<file path="src/rtl/ptit_pkg.sv">
// Shared types and constants of the point-in-triangle test unit.
package ptit_pkg;

  localparam int COORD_WIDTH = 12;
  localparam int EDGE_W      = COORD_WIDTH + 1;
  localparam int DOT_W       = 2 * EDGE_W + 2;
  localparam int VAL_W       = 2 * DOT_W + 1;
  localparam int WSAT_BITS   = 20;
  localparam int WGT_W       = WSAT_BITS + 2;
  localparam int TOL_W       = 16;
  localparam int CFG_ADDR_W  = 2;
  localparam int CFG_DATA_W  = 32;

  localparam logic [CFG_ADDR_W-1:0] REG_EDGE_TOL = CFG_ADDR_W'(0);

  typedef struct packed {
    logic signed [COORD_WIDTH-1:0] pt_x;
    logic signed [COORD_WIDTH-1:0] pt_y;
    logic signed [COORD_WIDTH-1:0] pt_z;
    logic signed [COORD_WIDTH-1:0] a_x;
    logic signed [COORD_WIDTH-1:0] a_y;
    logic signed [COORD_WIDTH-1:0] a_z;
    logic signed [COORD_WIDTH-1:0] b_x;
    logic signed [COORD_WIDTH-1:0] b_y;
    logic signed [COORD_WIDTH-1:0] b_z;
    logic signed [COORD_WIDTH-1:0] c_x;
    logic signed [COORD_WIDTH-1:0] c_y;
    logic signed [COORD_WIDTH-1:0] c_z;
  } in_item_t;

  typedef struct packed {
    logic is_inside;
    logic degenerate;
    logic cache_hit;
  } out_item_t;

  typedef struct packed {
    logic en;
    logic first;
    logic neg;
  } mac_ctl_t;

endpackage

</file>
<file path="src/rtl/ptit_mac.sv">
// Shared signed multiply-accumulate unit.
module ptit_mac
  import ptit_pkg::*;
(
  input  logic                    clk,
  input  mac_ctl_t                ctl,
  input  logic signed [DOT_W-1:0] op_a,
  input  logic signed [DOT_W-1:0] op_b,
  output logic signed [VAL_W-1:0] acc_nxt
);

  logic signed [VAL_W-1:0]   acc_r;
  logic signed [2*DOT_W-1:0] prod;
  logic signed [VAL_W-1:0]   prod_x;
  logic signed [VAL_W-1:0]   base;

  assign prod   = op_a * op_b;
  assign prod_x = VAL_W'(prod);
  assign base   = ctl.first ? '0 : acc_r;
  assign acc_nxt = ctl.neg ? (base - prod_x) : (base + prod_x);

  always_ff @(posedge clk) begin
    if (ctl.en) begin
      acc_r <= acc_nxt;
    end
  end

endmodule

</file>
<file path="src/rtl/ptit_div.sv">
// Bit-serial saturating signed divider for the barycentric weights.
module ptit_div
  import ptit_pkg::*;
#(
  parameter int FRAC_BITS = 16
) (
  input  logic                    clk,
  input  logic                    rst_n,
  input  logic                    start,
  input  logic signed [VAL_W-1:0] num,
  input  logic signed [VAL_W-1:0] den,
  output logic                    done,
  output logic signed [WGT_W-1:0] weight
);

  localparam int SH    = WSAT_BITS - FRAC_BITS;
  localparam int QW    = WSAT_BITS + 1;
  localparam int CNT_W = $clog2(WSAT_BITS);

  logic [VAL_W-1:0]           n_mag, d_mag, rem0;
  logic [VAL_W+FRAC_BITS-1:0] n_ext;
  logic [VAL_W:0]             trial;
  logic                       ge;

  logic                 busy_r, done_r, sat_r, neg_r;
  logic [VAL_W-1:0]     rem_r, d_r;
  logic [WSAT_BITS-1:0] low_r;
  logic [QW-1:0]        q_r;
  logic [CNT_W-1:0]     cnt_r;

  assign n_mag = num[VAL_W-1] ? VAL_W'(-num) : VAL_W'(num);
  assign d_mag = den[VAL_W-1] ? VAL_W'(-den) : VAL_W'(den);
  assign n_ext = {n_mag, {FRAC_BITS{1'b0}}};
  assign rem0  = n_mag >> SH;
  assign trial = {rem_r, low_r[WSAT_BITS-1]};
  assign ge    = trial >= {1'b0, d_r};

  always_ff @(posedge clk) begin
    if (!rst_n) begin
      busy_r <= 1'b0;
      done_r <= 1'b0;
    end else begin
      done_r <= 1'b0;
      if (start) begin
        busy_r <= 1'b1;
      end else if (busy_r && (sat_r || cnt_r == CNT_W'(WSAT_BITS - 1))) begin
        busy_r <= 1'b0;
        done_r <= 1'b1;
      end
    end
  end

  always_ff @(posedge clk) begin
    if (start) begin
      rem_r <= rem0;
      d_r   <= d_mag;
      low_r <= n_ext[WSAT_BITS-1:0];
      sat_r <= rem0 >= d_mag;
      neg_r <= num[VAL_W-1] ^ den[VAL_W-1];
      q_r   <= '0;
      cnt_r <= '0;
    end else if (busy_r) begin
      if (sat_r) begin
        q_r <= QW'(1) << WSAT_BITS;
      end else begin
        rem_r <= ge ? VAL_W'(trial - {1'b0, d_r}) : VAL_W'(trial);
        q_r   <= {q_r[QW-2:0], ge};
        low_r <= low_r << 1;
        cnt_r <= cnt_r + CNT_W'(1);
      end
    end
  end

  assign done   = done_r;
  assign weight = neg_r ? -$signed(WGT_W'(q_r)) : $signed(WGT_W'(q_r));

endmodule

</file>
<file path="src/rtl/point_in_triangle_test_unit.sv">
// Point-in-triangle test unit: barycentric weights by a shared MAC and a serial divider.
//
// Each item carries a query point and three triangle vertices; the block returns one
// result item telling whether the point's barycentric weights lie inside the tolerance
// band, whether the triangle is degenerate (zero Gram determinant), and whether the
// triangle setup was reused from the previous item. All work runs through one signed
// multiply-accumulate unit and one bit-serial divider, one item at a time: in_stall is
// high from acceptance until the result has been placed in the output register. An item
// whose vertices match the cached triangle skips the triangle setup steps of the MAC
// program; a non-degenerate triangle then adds two divisions (one quotient bit a cycle,
// ending early when the quotient saturates), and the FIN state hands over the result.
// edge_tolerance sits at byte address 0 of the APB-style port and should be written
// only while the block is idle.
module point_in_triangle_test_unit
  import ptit_pkg::*;
#(
  parameter int FRAC_BITS = 16
) (
  input  logic                  clk,
  input  logic                  rst_n,
  input  logic                  in_valid,
  output logic                  in_stall,
  input  in_item_t              in_data,
  output logic                  out_valid,
  input  logic                  out_stall,
  output out_item_t             out_data,
  input  logic                  cfg_psel,
  input  logic                  cfg_penable,
  input  logic                  cfg_pwrite,
  input  logic [CFG_ADDR_W-1:0] cfg_paddr,
  input  logic [CFG_DATA_W-1:0] cfg_pwdata,
  output logic [CFG_DATA_W-1:0] cfg_prdata,
  output logic                  cfg_pready
);

  localparam int STEP_W     = 5;
  localparam int STEP_HIT   = 11;
  localparam int STEP_LAST  = 20;
  localparam int GAM_W      = WSAT_BITS + 4;

  typedef enum logic [4:0] {
    ST_IDLE = 5'b00001,
    ST_CALC = 5'b00010,
    ST_DIVA = 5'b00100,
    ST_DIVB = 5'b01000,
    ST_FIN  = 5'b10000
  } state_t;

  typedef enum logic [3:0] {
    DST_NONE, DST_D00, DST_D01, DST_D11, DST_DET, DST_D20, DST_D21, DST_NA, DST_NB
  } dest_t;

  state_t state_r, state_nxt;
  logic [STEP_W-1:0] step_r;
  logic [TOL_W-1:0]  tol_r;
  logic              setup_valid_r;
  logic              hit_r;
  logic              in_acc, hit, cfg_wr;

  // cached triangle
  logic signed [COORD_WIDTH-1:0] va_x_r, va_y_r, va_z_r, vb_x_r, vb_y_r, vb_z_r;
  logic signed [COORD_WIDTH-1:0] vc_x_r, vc_y_r, vc_z_r;
  logic signed [EDGE_W-1:0] e0x_r, e0y_r, e0z_r, e1x_r, e1y_r, e1z_r;
  logic signed [EDGE_W-1:0] vx_r, vy_r, vz_r;
  logic signed [DOT_W-1:0]  d00_r, d01_r, d11_r, d20_r, d21_r;
  logic signed [VAL_W-1:0]  det_r, na_r, nb_r;

  mac_ctl_t                mac_ctl;
  logic signed [DOT_W-1:0] op_a, op_b;
  logic signed [VAL_W-1:0] acc_nxt;
  dest_t                   dest;

  logic                    div_start, div_done;
  logic signed [VAL_W-1:0] div_num;
  logic signed [WGT_W-1:0] div_w, alpha_r;
  out_item_t               res_r;
  out_item_t               out_data_r;
  logic                    out_valid_r;

  logic signed [GAM_W-1:0] one_w, tol_x, gam;
  logic                    in_band;

  // configuration
  assign cfg_pready = 1'b1;
  assign cfg_wr     = cfg_psel && cfg_penable && cfg_pwrite;
  assign cfg_prdata = (cfg_paddr == REG_EDGE_TOL) ? CFG_DATA_W'(tol_r) : '0;

  always_ff @(posedge clk) begin
    if (!rst_n) begin
      tol_r <= '0;
    end else if (cfg_wr && cfg_paddr == REG_EDGE_TOL) begin
      tol_r <= cfg_pwdata[TOL_W-1:0];
    end
  end

  assign in_stall = (state_r != ST_IDLE);
  assign in_acc   = in_valid && !in_stall;

  assign hit = setup_valid_r &&
               in_data.a_x == va_x_r && in_data.a_y == va_y_r && in_data.a_z == va_z_r &&
               in_data.b_x == vb_x_r && in_data.b_y == vb_y_r && in_data.b_z == vb_z_r &&
               in_data.c_x == vc_x_r && in_data.c_y == vc_y_r && in_data.c_z == vc_z_r;

  // capture item; rebuild the edges only on a miss
  always_ff @(posedge clk) begin
    if (in_acc) begin
      hit_r <= hit;
      vx_r  <= EDGE_W'(in_data.pt_x) - EDGE_W'(in_data.a_x);
      vy_r  <= EDGE_W'(in_data.pt_y) - EDGE_W'(in_data.a_y);
      vz_r  <= EDGE_W'(in_data.pt_z) - EDGE_W'(in_data.a_z);
      if (!hit) begin
        va_x_r <= in_data.a_x;
        va_y_r <= in_data.a_y;
        va_z_r <= in_data.a_z;
        vb_x_r <= in_data.b_x;
        vb_y_r <= in_data.b_y;
        vb_z_r <= in_data.b_z;
        vc_x_r <= in_data.c_x;
        vc_y_r <= in_data.c_y;
        vc_z_r <= in_data.c_z;
        e0x_r  <= EDGE_W'(in_data.b_x) - EDGE_W'(in_data.a_x);
        e0y_r  <= EDGE_W'(in_data.b_y) - EDGE_W'(in_data.a_y);
        e0z_r  <= EDGE_W'(in_data.b_z) - EDGE_W'(in_data.a_z);
        e1x_r  <= EDGE_W'(in_data.c_x) - EDGE_W'(in_data.a_x);
        e1y_r  <= EDGE_W'(in_data.c_y) - EDGE_W'(in_data.a_y);
        e1z_r  <= EDGE_W'(in_data.c_z) - EDGE_W'(in_data.a_z);
      end
    end
  end

  // MAC micro-program: triangle setup first (miss only), then the per-point terms
  always_comb begin
    op_a          = '0;
    op_b          = '0;
    mac_ctl.en    = (state_r == ST_CALC);
    mac_ctl.first = 1'b0;
    mac_ctl.neg   = 1'b0;
    dest          = DST_NONE;
    case (step_r)
      5'd0:  begin op_a = DOT_W'(e0x_r); op_b = DOT_W'(e0x_r); mac_ctl.first = 1'b1; end
      5'd1:  begin op_a = DOT_W'(e0y_r); op_b = DOT_W'(e0y_r); end
      5'd2:  begin op_a = DOT_W'(e0z_r); op_b = DOT_W'(e0z_r); dest = DST_D00; end
      5'd3:  begin op_a = DOT_W'(e0x_r); op_b = DOT_W'(e1x_r); mac_ctl.first = 1'b1; end
      5'd4:  begin op_a = DOT_W'(e0y_r); op_b = DOT_W'(e1y_r); end
      5'd5:  begin op_a = DOT_W'(e0z_r); op_b = DOT_W'(e1z_r); dest = DST_D01; end
      5'd6:  begin op_a = DOT_W'(e1x_r); op_b = DOT_W'(e1x_r); mac_ctl.first = 1'b1; end
      5'd7:  begin op_a = DOT_W'(e1y_r); op_b = DOT_W'(e1y_r); end
      5'd8:  begin op_a = DOT_W'(e1z_r); op_b = DOT_W'(e1z_r); dest = DST_D11; end
      5'd9:  begin op_a = d00_r; op_b = d11_r; mac_ctl.first = 1'b1; end
      5'd10: begin op_a = d01_r; op_b = d01_r; mac_ctl.neg = 1'b1; dest = DST_DET; end
      5'd11: begin op_a = DOT_W'(vx_r); op_b = DOT_W'(e0x_r); mac_ctl.first = 1'b1; end
      5'd12: begin op_a = DOT_W'(vy_r); op_b = DOT_W'(e0y_r); end
      5'd13: begin op_a = DOT_W'(vz_r); op_b = DOT_W'(e0z_r); dest = DST_D20; end
      5'd14: begin op_a = DOT_W'(vx_r); op_b = DOT_W'(e1x_r); mac_ctl.first = 1'b1; end
      5'd15: begin op_a = DOT_W'(vy_r); op_b = DOT_W'(e1y_r); end
      5'd16: begin op_a = DOT_W'(vz_r); op_b = DOT_W'(e1z_r); dest = DST_D21; end
      5'd17: begin op_a = d11_r; op_b = d20_r; mac_ctl.first = 1'b1; end
      5'd18: begin op_a = d01_r; op_b = d21_r; mac_ctl.neg = 1'b1; dest = DST_NA; end
      5'd19: begin op_a = d00_r; op_b = d21_r; mac_ctl.first = 1'b1; end
      5'd20: begin op_a = d01_r; op_b = d20_r; mac_ctl.neg = 1'b1; dest = DST_NB; end
      default: begin end
    endcase
  end

  ptit_mac u_mac (
    .clk     (clk),
    .ctl     (mac_ctl),
    .op_a    (op_a),
    .op_b    (op_b),
    .acc_nxt (acc_nxt)
  );

  always_ff @(posedge clk) begin
    if (mac_ctl.en) begin
      case (dest)
        DST_D00: d00_r <= acc_nxt[DOT_W-1:0];
        DST_D01: d01_r <= acc_nxt[DOT_W-1:0];
        DST_D11: d11_r <= acc_nxt[DOT_W-1:0];
        DST_DET: det_r <= acc_nxt;
        DST_D20: d20_r <= acc_nxt[DOT_W-1:0];
        DST_D21: d21_r <= acc_nxt[DOT_W-1:0];
        DST_NA:  na_r  <= acc_nxt;
        DST_NB:  nb_r  <= acc_nxt;
        default: begin end
      endcase
    end
  end

  // alpha first once the MAC program has finished, beta once alpha is in
  assign div_start = (state_r == ST_CALC && step_r == STEP_W'(STEP_LAST) && det_r != '0) ||
                     (state_r == ST_DIVA && div_done);
  assign div_num   = (state_r == ST_CALC) ? na_r : nb_r;

  ptit_div #(.FRAC_BITS(FRAC_BITS)) u_div (
    .clk    (clk),
    .rst_n  (rst_n),
    .start  (div_start),
    .num    (div_num),
    .den    (det_r),
    .done   (div_done),
    .weight (div_w)
  );

  // band check: gamma comes from one minus alpha minus beta
  assign one_w  = GAM_W'(1) << FRAC_BITS;
  assign tol_x  = $signed(GAM_W'(tol_r));
  assign gam    = one_w - GAM_W'(alpha_r) - GAM_W'(div_w);
  assign in_band = GAM_W'(alpha_r) >= -tol_x && GAM_W'(alpha_r) <= one_w + tol_x &&
                   GAM_W'(div_w) >= -tol_x && GAM_W'(div_w) <= one_w + tol_x &&
                   gam >= -tol_x && gam <= one_w + tol_x;

  always_comb begin
    state_nxt = state_r;
    unique case (state_r)
      ST_IDLE: if (in_acc) state_nxt = ST_CALC;
      ST_CALC: begin
        if (step_r == STEP_W'(STEP_LAST)) begin
          state_nxt = (det_r == '0) ? ST_FIN : ST_DIVA;
        end
      end
      ST_DIVA: if (div_done) state_nxt = ST_DIVB;
      ST_DIVB: if (div_done) state_nxt = ST_FIN;
      ST_FIN:  if (!out_valid_r || !out_stall) state_nxt = ST_IDLE;
      default: state_nxt = ST_IDLE;
    endcase
  end

  always_ff @(posedge clk) begin
    if (!rst_n) begin
      state_r       <= ST_IDLE;
      step_r        <= '0;
      setup_valid_r <= 1'b0;
      out_valid_r   <= 1'b0;
    end else begin
      state_r <= state_nxt;
      if (in_acc) begin
        step_r        <= hit ? STEP_W'(STEP_HIT) : '0;
        setup_valid_r <= 1'b1;
      end else if (state_r == ST_CALC) begin
        step_r <= step_r + STEP_W'(1);
      end
      if (state_r == ST_FIN && (!out_valid_r || !out_stall)) begin
        out_valid_r <= 1'b1;
      end else if (!out_stall) begin
        out_valid_r <= 1'b0;
      end
    end
  end

  always_ff @(posedge clk) begin
    if (state_r == ST_DIVA && div_done) begin
      alpha_r <= div_w;
    end
    if (state_r == ST_CALC && step_r == STEP_W'(STEP_LAST) && det_r == '0) begin
      res_r <= '{is_inside: 1'b0, degenerate: 1'b1, cache_hit: hit_r};
    end else if (state_r == ST_DIVB && div_done) begin
      res_r <= '{is_inside: in_band, degenerate: 1'b0, cache_hit: hit_r};
    end
    if (state_r == ST_FIN && (!out_valid_r || !out_stall)) begin
      out_data_r <= res_r;
    end
  end

  assign out_valid = out_valid_r;
  assign out_data  = out_data_r;

endmodule
</file>
<file path="config.mk">
export PLATFORM = sky130hd
export DESIGN_NAME = point_in_triangle_test_unit
export DESIGN_NICKNAME = d
export VERILOG_FILES = /design/src/rtl/ptit_pkg.sv /design/src/rtl/ptit_mac.sv /design/src/rtl/ptit_div.sv /design/src/rtl/point_in_triangle_test_unit.sv
export SDC_FILE = /design/constraint.sdc
export NUM_CORES = 2
export LEC_CHECK = 0
export BUFFER_PORTS_ARGS = -buffer_cell sky130_fd_sc_hd__buf_2
export CAP_MARGIN = 10
export CORE_MARGIN = 2
export CORE_UTILIZATION = 30
export CTS_BUF_LIST = sky130_fd_sc_hd__clkbuf_8
export CTS_CLUSTER_SIZE = 8
export DETAILED_ROUTE_END_ITERATION = 7
export MAX_ROUTING_LAYER = met4
export SLEW_MARGIN = 10
export SYNTH_ARGS = -nofsm -noshare
export SYNTH_HDL_FRONTEND = slang
export SYNTH_SLANG_ARGS = --single-unit
</file>
<file path="constraint.sdc">
create_clock -name clk -period 16.95 [get_ports clk]
set_input_delay 3.39 -clock clk [delete_from_list [all_inputs] [get_ports clk]]
set_output_delay 3.39 -clock clk [all_outputs]
set_load 0.005 [all_outputs]
</file>
; Yosys cells after proc, flatten, opt, wreduce, memory -nomap -nowiden
; Cells that the tools add are included.
[op_classes]
mul = 1
n_eq_ne = 51
reduce_logical = 69
magnitude_cmp = 8
add_sub_neg = 21
n_mux = 37
bitwise_logic = 4
[ops]
columns = cell, count
row1 = 57-bit two-way mux, 6
row2 = 28-bit case mux with 12 select lines, 1
row3 = 28-bit case mux with 10 select lines, 1
row4 = 53-bit two-way mux, 3
row5 = 12-bit by 12-bit subtractor with 13-bit output, 9
row6 = 57-bit negation, 2
row7 = 12-bit == test, 9
row8 = 20-bit two-way mux, 3
row9 = 58-bit by 57-bit greater-or-equal comparator with 1-bit output, 1
row10 = 57-bit by 56-bit adder with 57-bit output, 1
row11 = 53-bit by 57-bit greater-or-equal comparator with 1-bit output, 1
row12 = 57-bit logical NOT, 1
row13 = 57-bit nonzero test, 1
row14 = 57-bit by 56-bit subtractor with 57-bit output, 1
row15 = 57-bit subtractor, 1
row16 = 28-bit by 28-bit multiplier with 56-bit output, 1
row17 = 22-bit by 24-bit greater-or-equal comparator with 1-bit output, 2
row18 = "5-bit by 4-bit == test with 1-bit output, second input constant", 9
row19 = 22-bit by 19-bit less-or-equal comparator with 1-bit output, 2
row20 = 5-bit two-way mux, 8
row21 = "5-bit == test, second input constant", 7
row22 = 4-bit case mux with 8 select lines, 1
row23 = 2-bit OR reduction, 13
row24 = "5-bit by 3-bit == test with 1-bit output, second input constant", 5
row25 = 35 further kinds, 102
[word_totals]
out_inout_bits = 38
elab_cells = 241
regBits = 798
inputBits = 185

; Depth between registers and ports, before layout
[depth]
ltp_word = 12
depth_mapped = 54
ltp_nobuf = 49

; Modules after synthesis
; Synthesis repeated with hierarchy kept, for this count alone.
[hier_totals]
cells_unflattened = 8258
area_unflattened_um2 = 80526.0
[by_module_without_submodules]
columns = module, instances, cells_each, seq_area_each_um2, area_per_inst_um2
row1 = ptit_mac, 1, 3885, 1711.6, 35328.9
row2 = point_in_triangle_test_unit, 1, 2803, 17506.8, 31931.9
row3 = ptit_div, 1, 1570, 4124.0, 13265.2

; Worst setup path before layout
; No wires, ideal clock.
[synth_path]
path_kind = reg2reg
startpoint = reg step_r[3]
endpoint = reg det_r[55] (data pin)
path_buffers = 7
path_stages_with_launch = 46
t_arrival_ns = 12.287
slack_ns = 4.391
period_less_slack_ns = 12.559
path_cell_list = dfxtp_1 > buf_2 > clkbuf_1 > clkbuf_1 > nor3b_1 > clkbuf_1 > buf_1 > a22oi_1 > nand3_1 > nor4_1 > clkbuf_1 > nor2_1 > fa_1 > fa_1 > fa_1 > inv_1 > fa_1 > inv_1 > [10 not listed] > or4_1 > or2_2 > nor3_4 > nand3_2 > o21ai_0 > xor2_1 > ha_1 > a21o_1 > a221oi_1 > o211ai_1 > a21oi_1 > and2_1 > a21oi_1 > o41a_1 > a221o_1 > a311o_1 > a21oi_1 > xnor2_1
[synth_between]
elab_chain_cells = 6
word_cells_on_any_way = 47
cone_classes = 2 x add/sub / 1 x mul / 20 x eq/ne / 6 x mux / 18 x reduce/logical
[synth_lines]
columns = item, line_no
row1 = start: declaration, point_in_triangle_test_unit.sv:54  ; logic [STEP_W-1:0] step_r;
row2 = start signal: assignment, point_in_triangle_test_unit.sv:237  ; step_r <= hit ? STEP_W'(STEP_HIT) : '0;
row3 = start signal: assignment, point_in_triangle_test_unit.sv:240  ; step_r <= step_r + STEP_W'(1);
row4 = 5-bit == test (tied with other cells), point_in_triangle_test_unit.sv:139  ; case (step_r)
row5 = 3-bit OR reduction (no line) (tied with other cells), -
row6 = 28-bit case mux with 12 select lines (tied with other cells), point_in_triangle_test_unit.sv:139
row7 = 28-bit by 28-bit multiplier with 56-bit output or 57-bit two-way mux (tied branches), "ptit_mac.sv:17, ptit_mac.sv:19"
row8 = 57-bit by 56-bit adder with 57-bit output or 57-bit by 56-bit subtractor with 57-bit output (tied branches), ptit_mac.sv:20  ; assign acc_nxt = ctl.neg ? (base - prod_x) : (base + prod_x);
row9 = 57-bit two-way mux (*), ptit_mac.sv:20
row10 = net acc_nxt[55], point_in_triangle_test_unit.sv:70  ; logic signed [VAL_W-1:0] acc_nxt;
row11 = end signal: assignment, point_in_triangle_test_unit.sv:179  ; DST_DET: det_r <= acc_nxt;
row12 = end: declaration, point_in_triangle_test_unit.sv:66  ; logic signed [VAL_W-1:0] det_r, na_r, nb_r;
; Mark *: on every way through the listed nets, which the timed path passes. The rest lies on a longest branch.
; A chain may end at the register's enable or synchronous reset.

; Worst setup path in the final report
[layout_path]
startpoint = reg step_r[2]
endpoint = reg det_r[55] (data pin)
; The elaborated chain is that of the path after synthesis.

==> flow_metrics.tcl <==
set metrics [dict create \
    startpoint_type "register" \
    drive_above_1_share_pct 7.47 \
    critPathMostFrequentCell "fa_1" \
    synth.most_common_cell "inv_1" \
    grt_setup_unrepaired "false" \
    wl_met3_mm 18.0 \
    clock_skew_ps 107 \
    hp-class "reg -> reg" \
    clk_pin_slew_worst_paths_ps 60 \
    relSlewSlack_pct 9.97 \
    synth_cells 8201 \
    pre_cts_slack_ps 1800 \
    die-area_um2 271000 \
    cts_setup_buffers 0 \
    synth_cell_types 102 \
    hold_ws_ps 465 \
    hold_violations 0 \
    cts_hold_buf 0 \
    clockBufferDepth 4 \
    clk_latency_ps 890 \
    synth.area.top_cells "edfxtp_1, fa_1, ha_1" \
    place.gp.congestion 0.960 \
    first_global_vias 63471 \
    grt_pass1_wl_mm 380 \
    final.setup.tns_ps 0 \
    finalSetupViolations 0 \
    synth_seq_cells 798 \
    synth_area_um2 80000 \
    ctsResizeCount 0 \
    crit_required_ps 17580 \
    dieWidth_um 520 \
    synth_top_cell_area_share_pct 27.6 \
    via_per_inst 5.13 \
    synthTopCellsByCount "inv_1, fa_1, nor2_1" \
    initial_core_util_pct 30.2 \
    layout_setup_ws_ps 1700 \
    area_growth_pct 10.2 \
    clock.fmax_ghz 0.0656 \
    maxSlewViolCount 0 \
    critPathMaxFanout 32 \
    htreeDepth 4 \
    grtUsageTotal_pct 18.6 \
    reg2reg_depth 42 \
    status "finished clean" \
    routed-wl-met2_mm 116 \
    critPathKind "reg -> reg" \
    worstPathArrival_ps 15880 \
    fin_crit_ps 15250 \
    period_share_pct 89.9 \
    slowest_delay_ps 1120 \
    detail_route.wl_per_cell_um 20.8 \
    drc_errors 0 \
    routed_wl_mm 250 \
    synth.avg_cell_area_um2 9.76 \
    antenna_found_initial 9 \
    finalNetCount 10012 \
    dp_hpwl_mm 198 \
    portBuffers 189 \
    num_rows 189 \
    synth_edf_count 736 \
    met1_length_mm 106 \
    first_iter_violations 5181 \
    first_pass_iters 6 \
    worst_pin_slew_ps 1350 \
    ys_seq_area_share_pct 29.2 \
    synth_top_cell_by_area "edfxtp_1" \
    drtAntennaViolNets 0 \
    numCtsBuffers 145 \
    drv_cap 0 \
    core_um2 265000 \
    grt-ovfl-total 0 \
    vias 61618 \
    ys_warn_count 0 \
    io_pins 223 \
    tritoncts "yes" \
    async_reset_ff_share_pct 0 \
    grt_max_degree 187 \
    die_y_um 520 \
    cts.sinks 798 \
    hold_depth 0 \
    cts-root-buf "clkbuf_8" \
    synthFlopType "edfxtp_1" \
    critPathCaptureType "register" \
    top_layer "met4" \
    critPathSlowestCell "and4_1" \
]
==> through the flow <==
| stage | area [um2] | util, % | cells |
|---|---|---|---|
| after floorplan | 80100 | - | 8216 |
| after global placement | 85500 | 32.2 | 11746 |
| after detailed placement | 85500 | 32.2 | 11746 |
| after CTS | 88200 | 33.2 | 11990 |
| after global routing | 88200 | 33.2 | 11999 |
| final | 88200 | 33.2 | 12000 |
==> area by class of cell <==
class / count / area (um2)
clock buffer: 152 / 2090
antenna: 9 / 22.5
timing repair buffer: 329 / 2010
fill: 27204 / 177000
inverter: 1162 / 4370
multi-input combinational: 5925 / 51400
sequential: 798 / 23300
clock inverter: 92 / 548
tap: 3533 / 4420
==> sequential cells by signal (all words and copies together), names as in the netlist, 22 cells and up <==
register     count
det_r           57
na_r            57
nb_r            57
u_div.d_r       57
u_div.rem_r     57
u_mac.acc_r     57
d00_r           28
d01_r           28
d11_r           28
d20_r           28
d21_r           28
alpha_r         22
==> cell families (layout without fill, tap and decap cells) <==
kind of cell	Yosys count	after routing	share of synthesized area [%]
buf+inv	1493	1735	7.13
fa+ha+maj	1466	1466	30.8
flops	798	798	29.2
simple gates	2346	2346	13.9
other cells	2	26	0.00938
xor+xnor	535	535	5.86
mux	86	86	1.09
compound gates	1475	1475	12.1
==> path summary, 6_finish.rpt <==
path              startpoint     endpoint  slack [ps]
setup / recovery   step_r[2]    det_r[55]        1700
hold / removal      res_r[0]  out_data[0]         470
setup reg to reg   step_r[2]    det_r[55]        1700
hold reg to reg     res_r[0]  out_data[0]         470
==> cell usage in the layout, fill, tap and decap left out, drive strengths merged, types with 46 or more instances in the layout <==
cell	count
ha	631
o31ai	46
xor2	218
nor2b	103
and2	83
nand2b	86
mux2i	77
nor2	772
clkbuf	152
o21a	48
nor4	52
fa	835
nor3	136
a22oi	96
nand3	78
o21ai	283
edfxtp	736
a211oi	55
a21o	179
buf	329
dfxtp	62
inv	1211
nand4	97
a21oi	403
xnor2	317
nand2	698
==> worst max-delay path, delay by kind of cell, from the launching register on <==
| family | cells | cell delay [ps] |
|---|---|---|
| AOI/OAI and AO/OA | 14 | 4070 |
| xor gates and xnor gates | 3 | 730 |
| adders and majority gates | 10 | 4710 |
| buffers and inverters | 5 | 870 |
| DFF | 1 | 1050 |
| muxes | 1 | 460 |
| and+or+nand+nor | 9 | 3040 |
==> per-layer routing <==
metal	vias up	global-route usage (%)
met5	-	-
met4	0	6.06
met3	431	3.00
met2	2331	29.9
met1	30760	23.9
li1	28096	-
Power is not shown: default switching activity piles up to over one toggle a cycle in this logic, so the estimate is an artifact.
